<file path="src/kap_pkg.sv">
// ----------------------------------------------------------------------------
// kap_pkg: keepalive ping monitor definitions
// Event and verdict codes, register indexes, reset values and helpers.
// ----------------------------------------------------------------------------
package kap_pkg;

    typedef enum logic [1:0] {
        KIND_TICK  = 2'd0,
        KIND_PING  = 2'd1,
        KIND_ACK   = 2'd2,
        KIND_RESET = 2'd3
    } kind_t;

    typedef enum logic [1:0] {
        VERDICT_NONE = 2'd0,
        VERDICT_SEND = 2'd1,
        VERDICT_LOST = 2'd2
    } verdict_t;

    localparam int CFG_INDEX_W = 3;

    localparam logic [CFG_INDEX_W-1:0] CFG_BROKER_MODE         = 3'd0;
    localparam logic [CFG_INDEX_W-1:0] CFG_DIRECT_IDLE_PERIOD  = 3'd1;
    localparam logic [CFG_INDEX_W-1:0] CFG_BROKER_MISS_LIMIT   = 3'd2;
    localparam logic [CFG_INDEX_W-1:0] CFG_DIRECT_WAIT_WINDOWS = 3'd3;
    localparam logic [CFG_INDEX_W-1:0] CFG_DIRECT_MISS_LIMIT   = 3'd4;

    localparam logic [7:0] RST_DIRECT_IDLE_PERIOD  = 8'd75;
    localparam logic [7:0] RST_BROKER_MISS_LIMIT   = 8'd4;
    localparam logic [7:0] RST_DIRECT_WAIT_WINDOWS = 8'd3;
    localparam logic [7:0] RST_DIRECT_MISS_LIMIT   = 8'd2;

    // broker idle period follows the direct period setting
    localparam logic [7:0] DIRECT_PERIOD_LONG  = 8'd90;
    localparam logic [7:0] BROKER_PERIOD_LONG  = 8'd144;
    localparam logic [7:0] BROKER_PERIOD_SHORT = 8'd120;

    localparam logic [7:0] COUNT_MAX = 8'hFF;

    function automatic logic [7:0] sat_inc(input logic [7:0] v);
        logic [7:0] r;
        r = (v == COUNT_MAX) ? COUNT_MAX : v + 8'd1;
        return r;
    endfunction

endpackage

</file>
<file path="src/keepalive_ping_monitor.sv">
// ----------------------------------------------------------------------------
// keepalive_ping_monitor
// Keepalive supervision for one link session, one event per cycle unless m_axis stalls.
// ----------------------------------------------------------------------------
// Usage:
//   s_axis carries one event per request: tuser = kind (tick, ping sent,
//   acknowledge, session reset), tdata[0] = direct_send_ok.
//   m_axis returns exactly one result per event: tdata[1:0] = verdict,
//   tdata[2] = ack_accepted, upper bits zero.
//   cfg writes one of five registers by index (0 broker_mode, 1 direct idle
//   period, 2 broker miss limit, 3 direct wait windows, 4 direct miss limit);
//   indexes 5..7 are ignored. cfg_ready is always high; write only when idle.
// Timing:
//   An event sits in the input register, is evaluated against the counters
//   and moves to the result register once that is empty or being read;
//   m_axis_tvalid then goes high. Throughput is one event per cycle unless
//   m_axis stalls; it is set by the single counter-update stage between them.
// Reset / stall:
//   rst_n loads the register defaults and clears all counters. When m_axis
//   stalls, the result register holds and the input register still takes one
//   more event; s_axis_tready drops only when both are full.
// ----------------------------------------------------------------------------
module keepalive_ping_monitor
    import kap_pkg::*;
(
    input  logic                   clk,
    input  logic                   rst_n,

    input  logic                   s_axis_tvalid,
    output logic                   s_axis_tready,
    input  logic [7:0]             s_axis_tdata,   // [0] direct_send_ok, [7:1] zero
    input  logic [1:0]             s_axis_tuser,   // [1:0] kind

    output logic                   m_axis_tvalid,
    input  logic                   m_axis_tready,
    output logic [7:0]             m_axis_tdata,   // [1:0] verdict, [2] ack_accepted

    input  logic                   cfg_valid,
    output logic                   cfg_ready,
    input  logic [CFG_INDEX_W-1:0] cfg_index,
    input  logic [7:0]             cfg_data
);

    // configuration
    logic       broker_mode_reg;
    logic [7:0] direct_idle_period_reg;
    logic [7:0] broker_miss_limit_reg;
    logic [7:0] direct_wait_windows_reg;
    logic [7:0] direct_miss_limit_reg;

    // session counters
    logic [7:0] idle_count_reg, idle_count_next;
    logic [7:0] miss_count_reg, miss_count_next;
    logic [7:0] pending_reg, pending_next;

    // input register
    logic  in_valid_reg;
    kind_t kind_reg;
    logic  send_ok_reg;

    // result register
    logic     out_valid_reg;
    verdict_t verdict_reg, verdict_next;
    logic     ack_reg, ack_next;

    logic       s_fire;
    logic       advance;
    logic [7:0] period;
    logic [7:0] idle_inc;
    logic [7:0] pending_inc;
    logic [7:0] miss_inc;

    assign cfg_ready     = 1'b1;
    assign advance       = in_valid_reg && (!out_valid_reg || m_axis_tready);
    assign s_axis_tready = !in_valid_reg || advance;
    assign s_fire        = s_axis_tvalid && s_axis_tready;

    assign m_axis_tvalid = out_valid_reg;
    assign m_axis_tdata  = {5'b0, ack_reg, verdict_reg};

    always_ff @(posedge clk or negedge rst_n)
    begin
        if (!rst_n)
        begin
            broker_mode_reg         <= 1'b0;
            direct_idle_period_reg  <= RST_DIRECT_IDLE_PERIOD;
            broker_miss_limit_reg   <= RST_BROKER_MISS_LIMIT;
            direct_wait_windows_reg <= RST_DIRECT_WAIT_WINDOWS;
            direct_miss_limit_reg   <= RST_DIRECT_MISS_LIMIT;
        end
        else if (cfg_valid && cfg_ready)
        begin
            unique case (cfg_index)
                CFG_BROKER_MODE:         broker_mode_reg         <= cfg_data[0];
                CFG_DIRECT_IDLE_PERIOD:  direct_idle_period_reg  <= cfg_data;
                CFG_BROKER_MISS_LIMIT:   broker_miss_limit_reg   <= cfg_data;
                CFG_DIRECT_WAIT_WINDOWS: direct_wait_windows_reg <= cfg_data;
                CFG_DIRECT_MISS_LIMIT:   direct_miss_limit_reg   <= cfg_data;
                default:                 ;
            endcase
        end
    end

    assign period = broker_mode_reg
                  ? ((direct_idle_period_reg == DIRECT_PERIOD_LONG)
                     ? BROKER_PERIOD_LONG : BROKER_PERIOD_SHORT)
                  : direct_idle_period_reg;

    assign idle_inc    = idle_count_reg + 8'd1;
    assign pending_inc = sat_inc(pending_reg);
    assign miss_inc    = sat_inc(miss_count_reg);

    always_comb
    begin
        idle_count_next = idle_count_reg;
        miss_count_next = miss_count_reg;
        pending_next    = pending_reg;
        verdict_next    = VERDICT_NONE;
        ack_next        = 1'b0;

        unique case (kind_reg)
            KIND_TICK:
            begin
                if (idle_inc < period)
                begin
                    idle_count_next = idle_inc;
                end
                else
                begin
                    idle_count_next = 8'd0;
                    if (broker_mode_reg)
                    begin
                        verdict_next = (miss_count_reg >= broker_miss_limit_reg)
                                     ? VERDICT_LOST : VERDICT_SEND;
                    end
                    else if (!send_ok_reg)
                    begin
                        // window closed with nothing sent
                        if (pending_inc < direct_wait_windows_reg)
                        begin
                            pending_next = pending_inc;
                        end
                        else
                        begin
                            pending_next    = 8'd0;
                            miss_count_next = miss_inc;
                            verdict_next    = (miss_inc >= direct_miss_limit_reg)
                                            ? VERDICT_LOST : VERDICT_NONE;
                        end
                    end
                    else if (pending_reg == 8'd0)
                    begin
                        verdict_next = VERDICT_SEND;
                    end
                    else if (pending_reg < direct_wait_windows_reg)
                    begin
                        pending_next = pending_inc;
                    end
                    else
                    begin
                        pending_next = 8'd0;
                        verdict_next = (miss_count_reg >= direct_miss_limit_reg)
                                     ? VERDICT_LOST : VERDICT_SEND;
                    end
                end
            end
            KIND_PING:
            begin
                if (!broker_mode_reg)
                begin
                    pending_next = 8'd1;
                end
                miss_count_next = miss_inc;
            end
            KIND_ACK:
            begin
                if (broker_mode_reg)
                begin
                    ack_next = 1'b1;
                end
                else if (pending_reg != 8'd0)
                begin
                    miss_count_next = 8'd0;
                    pending_next    = 8'd0;
                    ack_next        = 1'b1;
                end
            end
            KIND_RESET:
            begin
                idle_count_next = 8'd0;
                miss_count_next = 8'd0;
                pending_next    = 8'd0;
            end
            default:
            begin
                idle_count_next = idle_count_reg;
            end
        endcase
    end

    always_ff @(posedge clk or negedge rst_n)
    begin
        if (!rst_n)
        begin
            in_valid_reg   <= 1'b0;
            out_valid_reg  <= 1'b0;
            idle_count_reg <= 8'd0;
            miss_count_reg <= 8'd0;
            pending_reg    <= 8'd0;
        end
        else
        begin
            if (s_fire)
            begin
                in_valid_reg <= 1'b1;
            end
            else if (advance)
            begin
                in_valid_reg <= 1'b0;
            end

            if (advance)
            begin
                out_valid_reg  <= 1'b1;
                idle_count_reg <= idle_count_next;
                miss_count_reg <= miss_count_next;
                pending_reg    <= pending_next;
            end
            else if (m_axis_tready)
            begin
                out_valid_reg <= 1'b0;
            end
        end
    end

    always_ff @(posedge clk)
    begin
        if (s_fire)
        begin
            kind_reg    <= kind_t'(s_axis_tuser);
            send_ok_reg <= s_axis_tdata[0];
        end
        if (advance)
        begin
            verdict_reg <= verdict_next;
            ack_reg     <= ack_next;
        end
    end

    // an accepted acknowledge never carries a tick verdict
    a_ack_no_verdict: assert property (@(posedge clk) disable iff (!rst_n)
        m_axis_tvalid |-> !(ack_reg && (verdict_reg != VERDICT_NONE)))
        else $error("ack_accepted together with a verdict");

    a_verdict_code: assert property (@(posedge clk) disable iff (!rst_n)
        m_axis_tvalid |-> (m_axis_tdata[1:0] != 2'd3))
        else $error("undefined verdict code");

    a_reset_clears: assert property (@(posedge clk) disable iff (!rst_n)
        (advance && (kind_reg == KIND_RESET)) |=>
            (idle_count_reg == 8'd0 && miss_count_reg == 8'd0 && pending_reg == 8'd0))
        else $error("session reset left counters nonzero");

    a_miss_saturates: assert property (@(posedge clk) disable iff (!rst_n)
        (advance && (miss_count_reg == COUNT_MAX)
            && ((kind_reg == KIND_TICK) || (kind_reg == KIND_PING)))
            |=> (miss_count_reg == COUNT_MAX))
        else $error("miss count wrapped");

    a_stall_only_full: assert property (@(posedge clk) disable iff (!rst_n)
        !s_axis_tready |-> (in_valid_reg && out_valid_reg && !m_axis_tready))
        else $error("input stalled with room available");

endmodule
</file>
<file path="config.mk">
export PLATFORM = sky130hd
export DESIGN_NAME = keepalive_ping_monitor
export DESIGN_NICKNAME = d
export VERILOG_FILES = /design/src/kap_pkg.sv /design/src/keepalive_ping_monitor.sv
export SDC_FILE = /design/constraint.sdc
export NUM_CORES = 1
export LEC_CHECK = 0
export ABC_AREA = 1
export BUFFER_PORTS_ARGS = -buffer_cell sky130_fd_sc_hd__buf_4
export CORE_MARGIN = 4
export CORE_UTILIZATION = 24
export DETAILED_ROUTE_END_ITERATION = 12
export PLACE_DENSITY_LB_ADDON = 0.1
export SYNTH_ARGS = -nofsm -noshare
export SYNTH_HDL_FRONTEND = slang
export SYNTH_SLANG_ARGS = --single-unit
</file>
<file path="constraint.sdc">
create_clock -name clk -period 3 [get_ports clk]
set_input_delay 0.15 -clock clk [delete_from_list [all_inputs] [get_ports clk]]
set_output_delay 0.15 -clock clk [all_outputs]
set_load 0.05 [all_outputs]
</file>
==> results.yml <==
global_route:
  grt_start_max_net_pins: 60
  grt_first_pass_wirelength_mm: 19.1
  grt_util_all_layers_pct: 11.8
  overflow: 0
  grt_pass1_vias: 3666
  antenna_found_initial: 0
synth:
  ys_ff_latch: 65
  yosysSeqAreaShare_pct: 37.3
  synth_cell_types: 40
  synth.avg_cell_area_um2: 7.76
  mappedNetlistArea_um2: 4460
  ys_warn_count: 0
  netlist_instances: 575
clocking:
  clock_sinks: 65
  clock_latency_ns: 0.33
  clk_pin_slew_ns: 0.05
  cts_tree: "built"
  cts_buffers: 9
  h-tree-depth: 3
  root_buffer: "clkbuf_16"
  post_cts_buffers: 0
  clockBufferDepth: 2
die:
  die_height_um: 144
  dieArea_um2: 20800
  rows: 49
  pin_count: 37
  core_um2: 18100
  die-width_um: 144
  start_util_pct: 24.6
place:
  gp_congestion: 0.810
  io_buffer_count: 23
  dpl-instance-area_um2: 4870
  dp_hpwl_mm: 8.64
outcome:
  status: "completed"
worst_setup_path:
  setup.worst_path.start_class: "flip-flop"
  reg2reg_setup_slack_ns: 0.24
  cp-end-kind: "flip-flop"
  path_buf_inv: 2
  worstReg2RegEnd: "pending_reg[0]$_DFFE_PN0P_"
  crit_type: "flip-flop to flip-flop"
  critPathRequiredTime_ns: 3.22
  crit_fanout: 16
  arrival_ns: 2.98
  reg2reg_from: "direct_idle_period_reg[3]$_DFFE_PN1P_"
  cp_slowest_stage_delay_ns: 0.54
  cp_slowest_cell: "dfstp_2"
  cp_cell_sequence: "inv_1, nor2_1, nand3_1, or4_1, o21ai_0, inv_1, ha_1, nand2_1, nor2_1, a211oi_2, nand3_1, nand3_4, nand2_1, a21boi_1"
  crit_family: "simple AND/OR/NAND/NOR gates"
  worstRegToRegCells: 14
cells_and_area:
  n_antenna_cell: 0
  utilization_pct: 28.8
  drive_above_1_share_pct: 11.9
  postLayoutCellArea_um2: 5230
  layout_common_cells: "nand2_1 (139), inv_1 (77), o21ai_0 (57)"
  fill_cells: 1996
  mostFrequentLayoutCell: "nand2_1"
  finalNetCount: 685
  syn2layout_area_growth_pct: 17.2
flow_run:
  cap_violations: 0
sta:
  max_slew_margin_pct: 45.7
  timing.fmax_mhz: 362
  fin_tns_setup_ns: 0
  whs_ns: 0.0494
  worstMarginPinSlew_ns: 0.815
  skew_ns: 0.00931
  hold_viol_final: 0
  fin_crit_sh_pct: 92.1
  layout_min_cycle_time_ns: 2.76
  setup_violations: 0
  drv_slew: 0
detailed_routing:
  drt-vias-per-instance: 4.41
  first_pass_iters: 4
  route.detailed.drc: 0
  ant_nets: 0
  detail_route.iter0.violations: 153
  wl_mm: 11.3
  routedWlPerCell_um: 13.4
  via_count: 3706
power:
  peakVddDrop_mv: 0.240
  power_mw: 3.40
  p_leak_nw: 2.66
  power_density_nw_per_um2: 651
min_path:
  whs_endpoint: "in_valid_reg$_DFFE_PN0P_"
  hold_start: "s_axis_tvalid"
  min_path_type: "input port to flip-flop"
  hold_depth: 3
cells in the mapped netlist (all sizes together):
library cell  count  area, um2
or4               1       7.51
nor2             42        173
inv              84        318
clkbuf            5       18.8
ha               53        663
or2               1       6.26
o21ai            61        305
nand3b            1       7.51
a31oi             2       12.5
o21a              1       7.51
nand2           148        613
a21boi            3       22.5
dfstp             8        210
a211oi            4       35.0
dfrtp            51       1280
nand4             4       25.0
edfxtp            6        180
nand3            39        205
o22ai             1       6.26
nor3              5       35.0
a21o              1       7.51
buf              10       76.3
xor2              6       52.6
xnor2             1       8.76
a21oi            33        165
conb              2       7.51
o2111ai           2       17.5
logic make-up (layout without fill, tap and decap cells):
logic type               Yosys count  after routing  share of synthesized area (%)
adder cells (fa/ha/maj)           53             53                           14.9
other                              2              6                          0.168
XOR/XNOR                           7              7                           1.37
AO/OA/AOI/OAI                    108            108                           13.0
buffers and inverters             99            131                           9.25
AND/OR/NAND/NOR                  241            241                           24.0
flip-flops                        65             65                           37.3
stage by stage:
| stage | std cells | setup slack (ns) |
|---|---|---|
| after global placement | 820 | 0.138 |
| after detailed placement | 820 | 0.115 |
| after CTS | 840 | 0.113 |
| after global routing | 840 | -0.0171 |
| after floorplan | 579 | 0.416 |
| final | 840 | 0.236 |
layer usage:
layer	track usage, %	wire length (um)	vias to the layer above
met5	0	0	-
met4	4.76	234	0
met3	1.95	296	20
met2	17.9	4880	53
met1	16.6	5870	1693
li1	-	-	1940
final cells by class:
type | count | area [um2] | share of cell area, %
Clock inverter | 3 | 42.5 | 0.814
Tap cell | 229 | 287 | 5.48
Multi-Input combinational cell | 415 | 2420 | 46.3
Timing Repair Buffer | 31 | 243 | 4.64
Sequential cell | 65 | 1670 | 31.9
Clock buffer | 13 | 250 | 4.79
Inverter | 84 | 318 | 6.08
worst max-delay path by stage:
stage                                     startpoint                    endpoint  slack [ns]  cells after the start
6_report       direct_idle_period_reg[3]$_DFFE_PN1P_  pending_reg[0]$_DFFE_PN0P_        0.24                     14
3_3_place_gp   direct_idle_period_reg[3]$_DFFE_PN1P_  pending_reg[0]$_DFFE_PN0P_        0.14                     13
2_1_floorplan  direct_idle_period_reg[3]$_DFFE_PN1P_  pending_reg[5]$_DFFE_PN0P_        0.42                     16
5_1_grt        direct_idle_period_reg[3]$_DFFE_PN1P_  pending_reg[0]$_DFFE_PN0P_       -0.02                     14
3_5_place_dp   direct_idle_period_reg[3]$_DFFE_PN1P_  pending_reg[0]$_DFFE_PN0P_        0.11                     13
4_1_cts        direct_idle_period_reg[3]$_DFFE_PN1P_  pending_reg[0]$_DFFE_PN0P_        0.11                     13
where the power goes:
group	total, mW	switching (mW)	internal, mW
Clock	1.05	0.389	0.665
Sequential	1.21	0.140	1.07
Combinational	1.14	0.718	0.421
Total	3.40	1.25	2.16
tightest hold or removal path: stages:
cell	delay, ns
buf_4	0.08
nand2_1	0.05
nand2_1	0.06
what timing repair did:
action                                  4_1_cts  5_1_grt
endpoints found under the hold margin        54        0
hold buffers                                  4        0
gates resized for setup                       0        5
endpoints found under the setup margin        0       22
Note: power is estimated with default switching activity, not from simulation.
